$ cat config.mk
export PLATFORM = sky130hd
export DESIGN_NAME = square_noise_sound_generator
export DESIGN_NICKNAME = d
export VERILOG_FILES = /design/src/rtl/sqn_pkg.sv /design/src/rtl/sqn_div.sv /design/src/rtl/sqn_ctrl.sv /design/src/rtl/sqn_dp.sv /design/src/rtl/square_noise_sound_generator.sv
export SDC_FILE = /design/constraint.sdc
export NUM_CORES = 1
export LEC_CHECK = 0
export BUFFER_PORTS_ARGS = -buffer_cell sky130_fd_sc_hd__buf_2
export CORE_MARGIN = 1.5
export CORE_UTILIZATION = 55
export CTS_BUF_LIST = sky130_fd_sc_hd__clkbuf_4
export CTS_CLUSTER_DIAMETER = 80
export DETAILED_ROUTE_END_ITERATION = 8
export GPL_ROUTABILITY_DRIVEN = 0
export PLACE_DENSITY = 0.86
export SETUP_SLACK_MARGIN = 0.4
export SYNTH_ARGS = -nofsm -noshare
export SYNTH_HDL_FRONTEND = slang
export SYNTH_SLANG_ARGS = --single-unit
$ cat constraint.sdc
create_clock -name clk -period 5.1 [get_ports clk]
set_input_delay 1.53 -clock clk [delete_from_list [all_inputs] [get_ports clk]]
set_output_delay 1.53 -clock clk [all_outputs]
set_load 0.02 [all_outputs]
$ cat src/rtl/sqn_pkg.sv
// sqn_pkg: shared types and constants of the square/noise sound generator
// used by every rtl file of the block; depends on nothing
`default_nettype none

package sqn_pkg;

    localparam int WAVE_LENGTH_DEF      = 256;
    localparam int MAX_NOISE_SHIFTS_DEF = 32;

    localparam int RATIO_W   = 26;
    localparam int PERIOD_W  = 10;
    localparam int VOL_W     = 4;
    localparam int SAMPLE_W  = 7;
    localparam int LFSR_W    = 16;
    localparam int FRAC_W    = 16;
    localparam int NSTEP_W   = 21;
    localparam int DVR_W     = 15;
    localparam int CH_W      = 2;

    localparam logic [RATIO_W-1:0] RATIO_RESET = RATIO_W'(5319480);
    localparam logic [LFSR_W-1:0]  LFSR_SEED   = 16'h8000;
    localparam logic [VOL_W-1:0]   VOL_SILENT  = 4'hF;
    localparam logic [1:0]         NOISE_MODE_TONE2 = 2'd3;
    localparam logic [CH_W-1:0]    CH_NOISE    = 2'd3;
    localparam logic [CH_W-1:0]    CH_LAST_TONE = 2'd2;

    typedef enum logic {
        DIV_RECALC = 1'b0,
        DIV_WRAP   = 1'b1
    } div_kind_t;

    typedef struct packed {
        logic            apply_cmd;
        logic            smp_clear;
        logic [CH_W-1:0] ch;
        logic            tone_adv;
        logic            div_start;
        div_kind_t       div_kind;
        logic            div_store;
        logic            step_direct;
        logic            noise_begin;
        logic            noise_shift;
        logic            out_load;
    } sqn_cmd_t;

    typedef struct packed {
        logic [3:0] need;
        logic       div_done;
        logic       rc_div;
        logic       tone_on;
        logic       tone_wrap;
        logic       noise_on;
        logic       shifts_zero;
        logic       out_free;
    } sqn_stat_t;

endpackage

`default_nettype wire

$ cat src/rtl/sqn_div.sv
// sqn_div: restoring divider, one quotient bit per cycle
// depends on sqn_pkg for the divisor width
`default_nettype none

module sqn_div #(
    parameter int DVD_W = 34
) (
    input  wire logic                      clk,
    input  wire logic                      rst_n,
    input  wire logic                      start,
    input  wire logic [DVD_W-1:0]          dividend,
    input  wire logic [sqn_pkg::DVR_W-1:0] divisor,
    output logic                           done,
    output logic [DVD_W-1:0]               quotient
);

    localparam int DVR_W = sqn_pkg::DVR_W;
    localparam int CNT_W = $clog2(DVD_W + 1);

    logic [DVD_W-1:0] quo_reg;
    logic [DVR_W-1:0] rem_reg;
    logic [DVR_W-1:0] dvr_reg;
    logic [CNT_W-1:0] cnt_reg;
    logic             busy_reg;
    logic             done_reg;

    logic [DVR_W:0]   shifted;
    logic             fits;
    logic [DVR_W:0]   diff;

    assign shifted = {rem_reg, quo_reg[DVD_W-1]};
    assign fits    = shifted >= {1'b0, dvr_reg};
    assign diff    = shifted - {1'b0, dvr_reg};

    always_ff @(posedge clk or negedge rst_n)
    begin
        if (!rst_n)
        begin
            busy_reg <= 1'b0;
            done_reg <= 1'b0;
            cnt_reg  <= '0;
        end
        else if (start)
        begin
            quo_reg  <= dividend;
            rem_reg  <= '0;
            dvr_reg  <= divisor;
            cnt_reg  <= CNT_W'(DVD_W);
            busy_reg <= 1'b1;
            done_reg <= 1'b0;
        end
        else if (busy_reg)
        begin
            rem_reg <= fits ? diff[DVR_W-1:0] : shifted[DVR_W-1:0];
            quo_reg <= {quo_reg[DVD_W-2:0], fits};
            cnt_reg <= cnt_reg - 1'b1;
            if (cnt_reg == CNT_W'(1))
            begin
                busy_reg <= 1'b0;
                done_reg <= 1'b1;
            end
        end
        else
        begin
            done_reg <= 1'b0;
        end
    end

    assign done      = done_reg;
    assign quotient  = quo_reg;

endmodule

`default_nettype wire

$ cat src/rtl/sqn_ctrl.sv
// sqn_ctrl: sequencer for command words, step recalculation and sample ticks
// depends on sqn_pkg for the command and status structs
`default_nettype none

module sqn_ctrl (
    input  wire logic              clk,
    input  wire logic              rst_n,
    input  wire logic              in_valid,
    output logic                   in_ready,
    input  wire logic              kind,
    input  wire sqn_pkg::sqn_stat_t stat,
    output sqn_pkg::sqn_cmd_t      cmd
);

    typedef enum logic [2:0] {
        ST_IDLE,
        ST_RC_PICK,
        ST_RC_WAIT,
        ST_TONE,
        ST_WRAP_WAIT,
        ST_NOISE,
        ST_SHIFT,
        ST_FINISH
    } state_t;

    state_t                     state_reg;
    state_t                     state_next;
    logic [sqn_pkg::CH_W-1:0]   ch_reg;
    logic [sqn_pkg::CH_W-1:0]   ch_next;
    logic [sqn_pkg::CH_W-1:0]   need_first;
    logic                       accept;

    always_comb
    begin
        if (stat.need[0])
            need_first = 2'd0;
        else if (stat.need[1])
            need_first = 2'd1;
        else if (stat.need[2])
            need_first = 2'd2;
        else
            need_first = sqn_pkg::CH_NOISE;
    end

    assign in_ready = (state_reg == ST_IDLE) && (stat.need == 4'b0000);
    assign accept   = in_valid && in_ready;

    always_comb
    begin
        cmd        = '0;
        cmd.ch     = ch_reg;
        state_next = state_reg;
        ch_next    = ch_reg;
        case (state_reg)
            ST_IDLE:
            begin
                if (stat.need != 4'b0000)
                begin
                    ch_next    = need_first;
                    state_next = ST_RC_PICK;
                end
                else if (accept && !kind)
                begin
                    cmd.apply_cmd = 1'b1;
                end
                else if (accept)
                begin
                    cmd.smp_clear = 1'b1;
                    ch_next       = '0;
                    state_next    = ST_TONE;
                end
            end
            ST_RC_PICK:
            begin
                cmd.div_kind = sqn_pkg::DIV_RECALC;
                if (stat.rc_div)
                begin
                    cmd.div_start = 1'b1;
                    state_next    = ST_RC_WAIT;
                end
                else
                begin
                    cmd.step_direct = 1'b1;
                    state_next      = ST_IDLE;
                end
            end
            ST_RC_WAIT:
            begin
                cmd.div_kind = sqn_pkg::DIV_RECALC;
                if (stat.div_done)
                begin
                    cmd.div_store = 1'b1;
                    state_next    = ST_IDLE;
                end
            end
            ST_TONE:
            begin
                cmd.div_kind = sqn_pkg::DIV_WRAP;
                if (stat.tone_on)
                    cmd.tone_adv = 1'b1;
                if (stat.tone_on && stat.tone_wrap)
                begin
                    cmd.div_start = 1'b1;
                    state_next    = ST_WRAP_WAIT;
                end
                else if (ch_reg == sqn_pkg::CH_LAST_TONE)
                    state_next = ST_NOISE;
                else
                    ch_next = ch_reg + 1'b1;
            end
            ST_WRAP_WAIT:
            begin
                cmd.div_kind = sqn_pkg::DIV_WRAP;
                if (stat.div_done)
                begin
                    cmd.div_store = 1'b1;
                    if (ch_reg == sqn_pkg::CH_LAST_TONE)
                        state_next = ST_NOISE;
                    else
                    begin
                        ch_next    = ch_reg + 1'b1;
                        state_next = ST_TONE;
                    end
                end
            end
            ST_NOISE:
            begin
                if (stat.noise_on)
                begin
                    cmd.noise_begin = 1'b1;
                    state_next      = ST_SHIFT;
                end
                else
                    state_next = ST_FINISH;
            end
            ST_SHIFT:
            begin
                if (!stat.shifts_zero)
                    cmd.noise_shift = 1'b1;
                else
                    state_next = ST_FINISH;
            end
            ST_FINISH:
            begin
                if (stat.out_free)
                begin
                    cmd.out_load = 1'b1;
                    state_next   = ST_IDLE;
                end
            end
            default:
            begin
                state_next = ST_IDLE;
            end
        endcase
    end

    always_ff @(posedge clk or negedge rst_n)
    begin
        if (!rst_n)
        begin
            state_reg <= ST_IDLE;
            ch_reg    <= '0;
        end
        else
        begin
            state_reg <= state_next;
            ch_reg    <= ch_next;
        end
    end

endmodule

`default_nettype wire

$ cat src/rtl/sqn_dp.sv
// sqn_dp: voice registers, phase accumulators, noise lfsr and output word
// depends on sqn_pkg and instantiates sqn_div
`default_nettype none

module sqn_dp #(
    parameter int WAVE_LENGTH      = sqn_pkg::WAVE_LENGTH_DEF,
    parameter int MAX_NOISE_SHIFTS = sqn_pkg::MAX_NOISE_SHIFTS_DEF
) (
    input  wire logic                                clk,
    input  wire logic                                rst_n,
    input  wire sqn_pkg::sqn_cmd_t                   cmd,
    output sqn_pkg::sqn_stat_t                       stat,
    input  wire logic [7:0]                          data_byte,
    input  wire logic                                cfg_we,
    input  wire logic [sqn_pkg::RATIO_W-1:0]         cfg_data,
    output logic                                     out_valid,
    input  wire logic                                out_ready,
    output logic signed [sqn_pkg::SAMPLE_W-1:0]      sample
);

    localparam int FRAC_W  = sqn_pkg::FRAC_W;
    localparam int RATIO_W = sqn_pkg::RATIO_W;
    localparam int NSTEP_W = sqn_pkg::NSTEP_W;
    localparam int DVR_W   = sqn_pkg::DVR_W;
    localparam int SAMPLE_W = sqn_pkg::SAMPLE_W;
    localparam int VOL_W   = sqn_pkg::VOL_W;
    localparam int PERIOD_W = sqn_pkg::PERIOD_W;
    localparam int LFSR_W  = sqn_pkg::LFSR_W;
    localparam int L       = $clog2(WAVE_LENGTH);
    localparam int PH_W    = L + FRAC_W;
    localparam int ST_W    = L + NSTEP_W;
    localparam int SUM_W   = ST_W + 1;
    localparam int DVD_W   = RATIO_W + L;
    localparam int CNT_W   = $clog2(MAX_NOISE_SHIFTS + 1);
    localparam int NT_W    = NSTEP_W + 1;
    localparam int XW      = SUM_W - FRAC_W;
    localparam int MOD_S   = XW + L;
    localparam logic [63:0] MOD_M =
        ((64'd1 << MOD_S) + 64'(WAVE_LENGTH) - 64'd1) / 64'(WAVE_LENGTH);
    localparam int MW      = $clog2(MOD_M + 64'd1);
    localparam int PW      = XW + MW;
    localparam logic [SUM_W-1:0] FULL = SUM_W'(WAVE_LENGTH) << FRAC_W;
    localparam logic [PH_W-1:0]  HALF = PH_W'(WAVE_LENGTH / 2) << FRAC_W;

    logic [RATIO_W-1:0]  ratio_reg;
    logic [VOL_W-1:0]    vol_reg [4];
    logic [PERIOD_W-1:0] period_reg [3];
    logic [1:0]          lc_reg;
    logic                liv_reg;
    logic [1:0]          mode_reg;
    logic                white_reg;
    logic [LFSR_W-1:0]   lfsr_reg;
    logic                nbit_reg;
    logic [FRAC_W-1:0]   nphase_reg;
    logic [PH_W-1:0]     tphase_reg [3];
    logic [ST_W-1:0]     tstep_reg [3];
    logic [NSTEP_W-1:0]  nstep_reg;
    logic [3:0]          need_reg;
    logic signed [SAMPLE_W-1:0] sum_reg;
    logic [CNT_W-1:0]    cnt_reg;
    logic                out_valid_reg;
    logic signed [SAMPLE_W-1:0] sample_reg;
    logic [XW-1:0]       mod_x_reg;
    logic [XW-1:0]       mod_q_reg;
    logic                mod_v1_reg;
    logic                mod_v2_reg;

    logic [1:0]          tsel;
    logic [SUM_W-1:0]    t_sum;
    logic signed [SAMPLE_W-1:0] t_lvl;
    logic signed [SAMPLE_W-1:0] t_part;
    logic signed [SAMPLE_W-1:0] n_lvl;
    logic signed [SAMPLE_W-1:0] n_part;
    logic signed [SAMPLE_W-1:0] out_value;
    logic [NT_W-1:0]     n_total;
    logic [5:0]          n_whole;
    logic [LFSR_W-1:0]   lfsr_rot;
    logic [NSTEP_W-1:0]  n_direct;
    logic [DVD_W-1:0]    dvd;
    logic [DVR_W-1:0]    dvr;
    logic                div_start;
    logic                div_done;
    logic [DVD_W-1:0]    div_q;
    logic                mod_start;
    logic [PW-1:0]       mod_prod;
    logic [XW-1:0]       mod_qw;
    logic [XW-1:0]       mod_rem;
    logic                is_latch;
    logic [1:0]          byte_ch;
    logic                out_free;

    assign tsel   = (cmd.ch == sqn_pkg::CH_NOISE) ? sqn_pkg::CH_LAST_TONE : cmd.ch;
    assign t_sum  = SUM_W'(tphase_reg[tsel]) + SUM_W'(tstep_reg[tsel]);
    assign t_lvl  = $signed({{(SAMPLE_W-VOL_W){1'b0}}, sqn_pkg::VOL_SILENT - vol_reg[tsel]});
    assign t_part = (tphase_reg[tsel] < HALF) ? t_lvl : -t_lvl;
    assign n_lvl  = $signed({{(SAMPLE_W-VOL_W){1'b0}}, sqn_pkg::VOL_SILENT - vol_reg[3]});
    assign n_part = nbit_reg ? n_lvl : -n_lvl;
    assign out_value = stat.noise_on ? sum_reg + n_part : sum_reg;

    assign n_total = NT_W'(nphase_reg) + NT_W'(nstep_reg);
    assign n_whole = n_total[NT_W-1:FRAC_W];

    // rotate right, then fold bit 6 into the top bit for white noise
    always_comb
    begin
        lfsr_rot = {lfsr_reg[0], lfsr_reg[LFSR_W-1:1]};
        if (white_reg && lfsr_rot[6])
            lfsr_rot[LFSR_W-1] = ~lfsr_rot[LFSR_W-1];
    end

    assign n_direct = (mode_reg == sqn_pkg::NOISE_MODE_TONE2) ? '0 :
                      NSTEP_W'(ratio_reg >> (5'd9 + {3'b000, mode_reg}));

    always_comb
    begin
        dvr = {period_reg[tsel], 5'b00000};
        if (cmd.ch == sqn_pkg::CH_NOISE)
            dvd = DVD_W'(ratio_reg);
        else
            dvd = DVD_W'(ratio_reg) * DVD_W'(WAVE_LENGTH);
    end

    assign div_start = cmd.div_start && (cmd.div_kind == sqn_pkg::DIV_RECALC);
    assign mod_start = cmd.div_start && (cmd.div_kind == sqn_pkg::DIV_WRAP);

    sqn_div #(
        .DVD_W (DVD_W)
    ) u_div (
        .clk       (clk),
        .rst_n     (rst_n),
        .start     (div_start),
        .dividend  (dvd),
        .divisor   (dvr),
        .done      (div_done),
        .quotient  (div_q)
    );

    // integer part mod wave length: reciprocal multiply gives the exact
    // quotient for every XW-bit value, then one multiply-subtract
    assign mod_prod = PW'(mod_x_reg) * PW'(MOD_M);
    assign mod_qw   = mod_q_reg * XW'(WAVE_LENGTH);
    assign mod_rem  = mod_x_reg - mod_qw;

    assign is_latch = data_byte[7];
    assign byte_ch  = is_latch ? data_byte[6:5] : lc_reg;
    assign out_free = !out_valid_reg || out_ready;

    always_comb
    begin
        stat             = '0;
        stat.need        = need_reg;
        stat.div_done    = div_done || mod_v2_reg;
        stat.rc_div      = (cmd.ch == sqn_pkg::CH_NOISE) ?
                           (mode_reg == sqn_pkg::NOISE_MODE_TONE2 && period_reg[2] != '0) :
                           (period_reg[tsel] != '0);
        stat.tone_on     = (vol_reg[tsel] != sqn_pkg::VOL_SILENT) && (period_reg[tsel] != '0);
        stat.tone_wrap   = t_sum >= FULL;
        stat.noise_on    = vol_reg[3] != sqn_pkg::VOL_SILENT;
        stat.shifts_zero = cnt_reg == '0;
        stat.out_free    = out_free;
    end

    always_ff @(posedge clk or negedge rst_n)
    begin
        if (!rst_n)
        begin
            ratio_reg     <= sqn_pkg::RATIO_RESET;
            for (int i = 0; i < 4; i++)
                vol_reg[i] <= sqn_pkg::VOL_SILENT;
            for (int i = 0; i < 3; i++)
            begin
                period_reg[i] <= '0;
                tphase_reg[i] <= '0;
                tstep_reg[i]  <= '0;
            end
            lc_reg        <= '0;
            liv_reg       <= 1'b0;
            mode_reg      <= '0;
            white_reg     <= 1'b0;
            lfsr_reg      <= sqn_pkg::LFSR_SEED;
            nbit_reg      <= 1'b0;
            nphase_reg    <= '0;
            nstep_reg     <= '0;
            need_reg      <= '0;
            sum_reg       <= '0;
            cnt_reg       <= '0;
            out_valid_reg <= 1'b0;
            mod_v1_reg    <= 1'b0;
            mod_v2_reg    <= 1'b0;
        end
        else
        begin
            mod_v1_reg <= mod_start;
            mod_v2_reg <= mod_v1_reg;

            // step recalculation done for the selected voice
            if (cmd.step_direct ||
                (cmd.div_store && cmd.div_kind == sqn_pkg::DIV_RECALC))
            begin
                need_reg[cmd.ch] <= 1'b0;
                if (cmd.ch == sqn_pkg::CH_NOISE)
                    nstep_reg <= cmd.step_direct ? n_direct : NSTEP_W'(div_q);
                else
                    tstep_reg[tsel] <= cmd.step_direct ? '0 : ST_W'(div_q);
            end

            if (cfg_we)
            begin
                ratio_reg <= cfg_data;
                need_reg  <= 4'b1111;
            end

            if (cmd.apply_cmd)
            begin
                if (is_latch)
                begin
                    lc_reg  <= data_byte[6:5];
                    liv_reg <= data_byte[4];
                end
                if ((is_latch && data_byte[4]) || (!is_latch && liv_reg))
                    vol_reg[byte_ch] <= data_byte[3:0];
                else if (byte_ch == sqn_pkg::CH_NOISE)
                begin
                    if (is_latch)
                    begin
                        mode_reg    <= data_byte[1:0];
                        white_reg   <= data_byte[2];
                        lfsr_reg    <= sqn_pkg::LFSR_SEED;
                        need_reg[3] <= 1'b1;
                    end
                end
                else
                begin
                    if (is_latch)
                        period_reg[byte_ch][3:0] <= data_byte[3:0];
                    else
                        period_reg[byte_ch][9:4] <= data_byte[5:0];
                    need_reg[byte_ch] <= 1'b1;
                    if (byte_ch == sqn_pkg::CH_LAST_TONE)
                        need_reg[3] <= 1'b1;
                end
            end

            if (cmd.smp_clear)
                sum_reg <= '0;

            if (cmd.tone_adv)
            begin
                sum_reg <= sum_reg + t_part;
                if (!stat.tone_wrap)
                    tphase_reg[tsel] <= t_sum[PH_W-1:0];
            end

            // wrap: integer part mod wave length, fraction dropped
            if (cmd.div_store && cmd.div_kind == sqn_pkg::DIV_WRAP)
                tphase_reg[tsel] <= {mod_rem[L-1:0], {FRAC_W{1'b0}}};

            if (cmd.noise_begin)
            begin
                nphase_reg <= n_total[FRAC_W-1:0];
                if (32'(n_whole) > MAX_NOISE_SHIFTS)
                    cnt_reg <= CNT_W'(MAX_NOISE_SHIFTS);
                else
                    cnt_reg <= CNT_W'(n_whole);
            end

            if (cmd.noise_shift)
            begin
                nbit_reg <= lfsr_reg[0];
                lfsr_reg <= lfsr_rot;
                cnt_reg  <= cnt_reg - 1'b1;
            end

            if (cmd.out_load)
                out_valid_reg <= 1'b1;
            else if (out_ready)
                out_valid_reg <= 1'b0;
        end
    end

    always_ff @(posedge clk)
    begin
        if (cmd.out_load)
            sample_reg <= out_value;
        if (mod_start)
            mod_x_reg <= t_sum[SUM_W-1:FRAC_W];
        if (mod_v1_reg)
            mod_q_reg <= XW'(mod_prod >> MOD_S);
    end

    assign out_valid = out_valid_reg;
    assign sample    = sample_reg;

endmodule

`default_nettype wire

$ cat src/rtl/square_noise_sound_generator.sv
// square_noise_sound_generator: top level of the four-voice sound generator
// depends on sqn_pkg, sqn_ctrl and sqn_dp
//
// input channel (in_valid/in_ready) takes one word: kind 0 carries a command
// byte in data_byte, kind 1 is a sample tick. each tick yields one output word
// on (out_valid/out_ready): sample, the signed sum of the voice levels.
// cfg_we writes clock_ratio from cfg_data; all step sizes are recomputed after.
// one word is processed at a time. a command byte is accepted, then comes
// one step recomputation per changed voice, either without division or
// with the serial divider.
// a clock_ratio write recomputes all four voices back to back.
// a sample tick is accepted, then passes the tone state for each of the three
// tone voices, a wrap wait for each sounding voice whose phase wraps, the
// noise state, for an audible noise voice the shift state with up to
// MAX_NOISE_SHIFTS lfsr shifts, and the output load; output valid the cycle after.
// the output register holds the word while out_ready is low; the next input
// word is still taken, and a tick finishing meanwhile waits for the register.
// reset restores silent voices, zero periods and steps, and the default ratio.
`default_nettype none

module square_noise_sound_generator #(
    parameter int WAVE_LENGTH      = sqn_pkg::WAVE_LENGTH_DEF,
    parameter int MAX_NOISE_SHIFTS = sqn_pkg::MAX_NOISE_SHIFTS_DEF
) (
    input  wire logic                                clk,
    input  wire logic                                rst_n,
    input  wire logic                                in_valid,
    output logic                                     in_ready,
    input  wire logic                                kind,
    input  wire logic [7:0]                          data_byte,
    output logic                                     out_valid,
    input  wire logic                                out_ready,
    output logic signed [sqn_pkg::SAMPLE_W-1:0]      sample,
    input  wire logic                                cfg_we,
    input  wire logic [sqn_pkg::RATIO_W-1:0]         cfg_data
);

    sqn_pkg::sqn_cmd_t  cmd;
    sqn_pkg::sqn_stat_t stat;

    sqn_ctrl u_ctrl (
        .clk      (clk),
        .rst_n    (rst_n),
        .in_valid (in_valid),
        .in_ready (in_ready),
        .kind     (kind),
        .stat     (stat),
        .cmd      (cmd)
    );

    sqn_dp #(
        .WAVE_LENGTH      (WAVE_LENGTH),
        .MAX_NOISE_SHIFTS (MAX_NOISE_SHIFTS)
    ) u_dp (
        .clk       (clk),
        .rst_n     (rst_n),
        .cmd       (cmd),
        .stat      (stat),
        .data_byte (data_byte),
        .cfg_we    (cfg_we),
        .cfg_data  (cfg_data),
        .out_valid (out_valid),
        .out_ready (out_ready),
        .sample    (sample)
    );

endmodule

`default_nettype wire

==> results_dict.tcl <==
set metrics [dict create \
    status "complete, no violations" \
    hold_viol 0 \
    grt-ovfl-total 0 \
    drv_slew 0 \
    num_rows 72 \
    ys_warn_count 0 \
    min_period_over_period_pct 90.8 \
    min_period_ns 4.63 \
    initial_utilization_pct 55.6 \
    die_width_um 200 \
    via_count 17300 \
    fillers 2957 \
    htreeDepth 3 \
    fp.dieH_um 200 \
    antenna_found_initial 2 \
    clockBufferDepth 3 \
    max-cap-violations 0 \
    syn_to_final_growth_pct 10.6 \
    regArea_um2 10400 \
    clock_latency_ns 0.84 \
    min_to "u_dp.mod_v2_reg$_DFF_PN0_" \
    cts.reportedPaths.clkPinSlew_ns 0.07 \
    grtUsageTotal_pct 25.8 \
    grt_pass1_wl_mm 85.0 \
    rr_worst_depth 16 \
    crit_path_start_kind "register" \
    dr.first_iter.drc_count 1771 \
    min_from "u_dp.mod_v1_reg$_DFF_PN0_" \
    ys_ff_latch 398 \
    tritoncts "done" \
    drive_gt1_share_pct 17.8 \
    cts_root_buf "clkbuf_4" \
    rsz0062_at_grt "no" \
    worst_slew_pin_slew_ns 1.05 \
    r2r_start "u_ctrl.ch_reg[1]$_DFFE_PN0P_" \
    ys_dominant_reg_cell "dfrtp_1" \
    avgSynthCellArea_um2 9.91 \
    power_density_nw_per_um2 604 \
    hpwl_mm 35.6 \
    final_nets 2356 \
    worstReg2RegEnd "u_dp.tphase_reg[26]$_DFF_PN0_" \
    drcViolationCount 0 \
    hp-class "reg -> reg" \
    cts_hold_buf 0 \
    clock_skew_ns 0.0529 \
    final_core_util_pct 61.5 \
    synth_fp_nets 2277 \
    multi_input_area_um2 10400 \
    worstPathMaxFanout 16 \
    io_buffers 48 \
    slew_headroom_pct 29.5 \
    largest_reg_flops 87 \
    via_per_inst 6.11 \
    grt_pass1_vias 16800 \
    synth.cell_area_um2 21400 \
    endpoint_kind "register" \
    hold_depth 0 \
    antenna_left 0 \
    fin_tns_setup_ns 0 \
    ios 49 \
    cts_made_buffers 101 \
    fmax_mhz 216 \
    synth_cell_types 81 \
    irDropWorstVdd_mv 0.307 \
    drt-pass1-iter-count 5 \
    critPathKind "reg -> reg" \
    clock_sinks 398 \
    synth_cells 2158 \
    grt_max_degree 155 \
    critical_path_arrival_ns 5.32 \
    synth-edff-count 74 \
    ys_async_sr_fraction_pct 81.4 \
    p_leak_nw 10.4 \
    crit_required_ns 5.79 \
    core_um2 38500 \
    regToRegSetupSlack_ns 0.47 \
    totalWireLength_mm 52.1 \
    wl_per_cell_um 18.4 \
    setup_violations 0 \
    synth-seq-area-share_pct 48.5 \
    die_area_um2 40100 \
]
[power by group]
| part | switching (mW) | internal (mW) |
|---|---|---|
| Combinational | 4.04 | 2.53 |
| Clock | 1.35 | 1.36 |
| Sequential | 0.691 | 4.30 |
| Total | 6.08 | 8.19 |
[layer usage]
| layer | global-route usage [%] | wire [um] | up-vias |
|---|---|---|---|
| met5 | 0 | 0 | - |
| met3 | 4.70 | 3920 | 134 |
| met4 | 9.88 | 1500 | 0 |
| li1 | - | - | 7999 |
| met1 | 35.4 | 22300 | 8447 |
| met2 | 40.8 | 24400 | 750 |
[final cells by class]
type                    instances  share of cell area [%]
flip-flops and latches        398                    43.8
multi-input cells            1585                    44.2
well taps                     518                    2.74
clock inverters                42                   0.974
repair buffers                105                    3.12
clock buffers                 138                    4.38
diodes                          4                  0.0423
inverters                      46                   0.730
[worst max-delay path, cell delays in order (launching register included)]
cell and delay, ns:
dfrtp_2 0.46, inv_2 0.17, ha_4 0.24, buf_2 0.24
buf_4 0.14, mux2i_1 0.19, o21ai_0 0.12, ha_1 0.41
a21oi_2 0.21, a21boi_1 0.13, a311oi_4 0.38, a211oi_2 0.14
or4_4 0.57, a32oi_4 0.27, and3_4 0.35, o21ai_4 0.18
a22o_1 0.30
[cells in the mapped netlist (17+ instances only)]
library cell	n	area share, %
a31oi_1	33	0.97
mux2_2	79	4.2
a2bb2oi_1	20	0.82
nor2b_1	29	0.85
o2bb2ai_1	24	0.98
nand3_1	34	0.80
inv_1	45	0.79
dfstp_2	27	3.3
nor3_1	22	0.51
a21oi_1	132	3.1
nor2_1	105	1.8
ha_1	74	4.3
o21ai_0	214	5.0
edfxtp_1	74	10
dfrtp_1	297	35
a21o_1	22	0.77
xor2_1	19	0.78
o211ai_1	17	0.60
nand2b_1	20	0.59
o21a_1	26	0.91
xnor2_1	37	1.5
nand2_1	345	6.1
clkbuf_1	99	1.7
nand3b_1	42	1.5
mux2i_1	75	3.5
[cells by family (layout without fill, tap and decap cells)]
logic type,Yosys count,after routing,synth area share (%)
DFF,398,398,48.5
muxes,155,155,7.78
adders and majority gates,79,79,4.80
AOI/OAI and AO/OA,624,624,18.7
and+or+nand+nor,671,671,14.6
other,0,4,0
buffers and inverters,175,331,3.39
xor gates and xnor gates,56,56,2.29
[timing repair]
item,in CTS,in global routing
setup buffers,0,12
resized for setup,11,22
endpoints found under the setup margin,80,84
pin swaps,0,7
[how the worst max path moves through the flow]
| stage | from | endpoint | slack [ns] | cells after the start |
|---|---|---|---|---|
| after floorplan | u_ctrl.ch_reg[0]$_DFFE_PN0P_ | u_dp.tphase_reg[10]$_DFF_PN0_ | 0.42 | 20 |
| after global placement | u_ctrl.ch_reg[1]$_DFFE_PN0P_ | u_dp.tphase_reg[52]$_DFF_PN0_ | 0.26 | 15 |
| after detailed placement | u_ctrl.ch_reg[1]$_DFFE_PN0P_ | u_dp.tphase_reg[56]$_DFF_PN0_ | 0.06 | 15 |
| after CTS | u_ctrl.ch_reg[1]$_DFFE_PN0P_ | u_dp.tphase_reg[56]$_DFF_PN0_ | 0.43 | 16 |
| after global routing | u_ctrl.ch_reg[1]$_DFFE_PN0P_ | u_dp.tphase_reg[0]$_DFF_PN0_ | 0.38 | 17 |
| final | u_ctrl.ch_reg[1]$_DFFE_PN0P_ | u_dp.tphase_reg[26]$_DFF_PN0_ | 0.47 | 16 |
[layout by cell type, fill, tap and decap left out, types with 8 or more instances in the layout]
cell / count
a32o_1: 14
o21ai_0: 212
o22ai_1: 8
a21o_1: 22
xor2_1: 19
nand3b_1: 42
buf_4: 49
mux2_2: 79
a211oi_1: 12
dfrtp_1: 295
mux2i_1: 75
edfxtp_1: 74
o31ai_1: 10
a2bb2oi_1: 20
clkinv_1: 31
nand2b_1: 20
dfstp_2: 27
o2bb2ai_1: 24
nor4_1: 11
a31oi_1: 32
o21a_1: 26
xnor2_1: 37
nand2_1: 344
inv_1: 44
buf_2: 48
o211ai_1: 17
a22o_1: 14
a21oi_1: 131
ha_1: 70
nand3_1: 34
nor2_1: 104
and3_1: 8
clkbuf_4: 138
nor2b_1: 29
nor3_1: 21
[metrics by stage]
stage               cell area, um^2  total power, mW  setup slack (ns)  hold WS [ns]  instances
floorplan                     21400             9.52             0.419         0.331       2158
finish                        23600             14.3             0.468         0.350       2836
CTS                           23400             14.0             0.426         0.348       2820
global route                  23600             15.2             0.377         0.347       2836
global placement              22100             10.8             0.264         0.335       2640
detailed placement            22100             11.2            0.0567         0.336       2640
(Power assumes the default switching activity.)
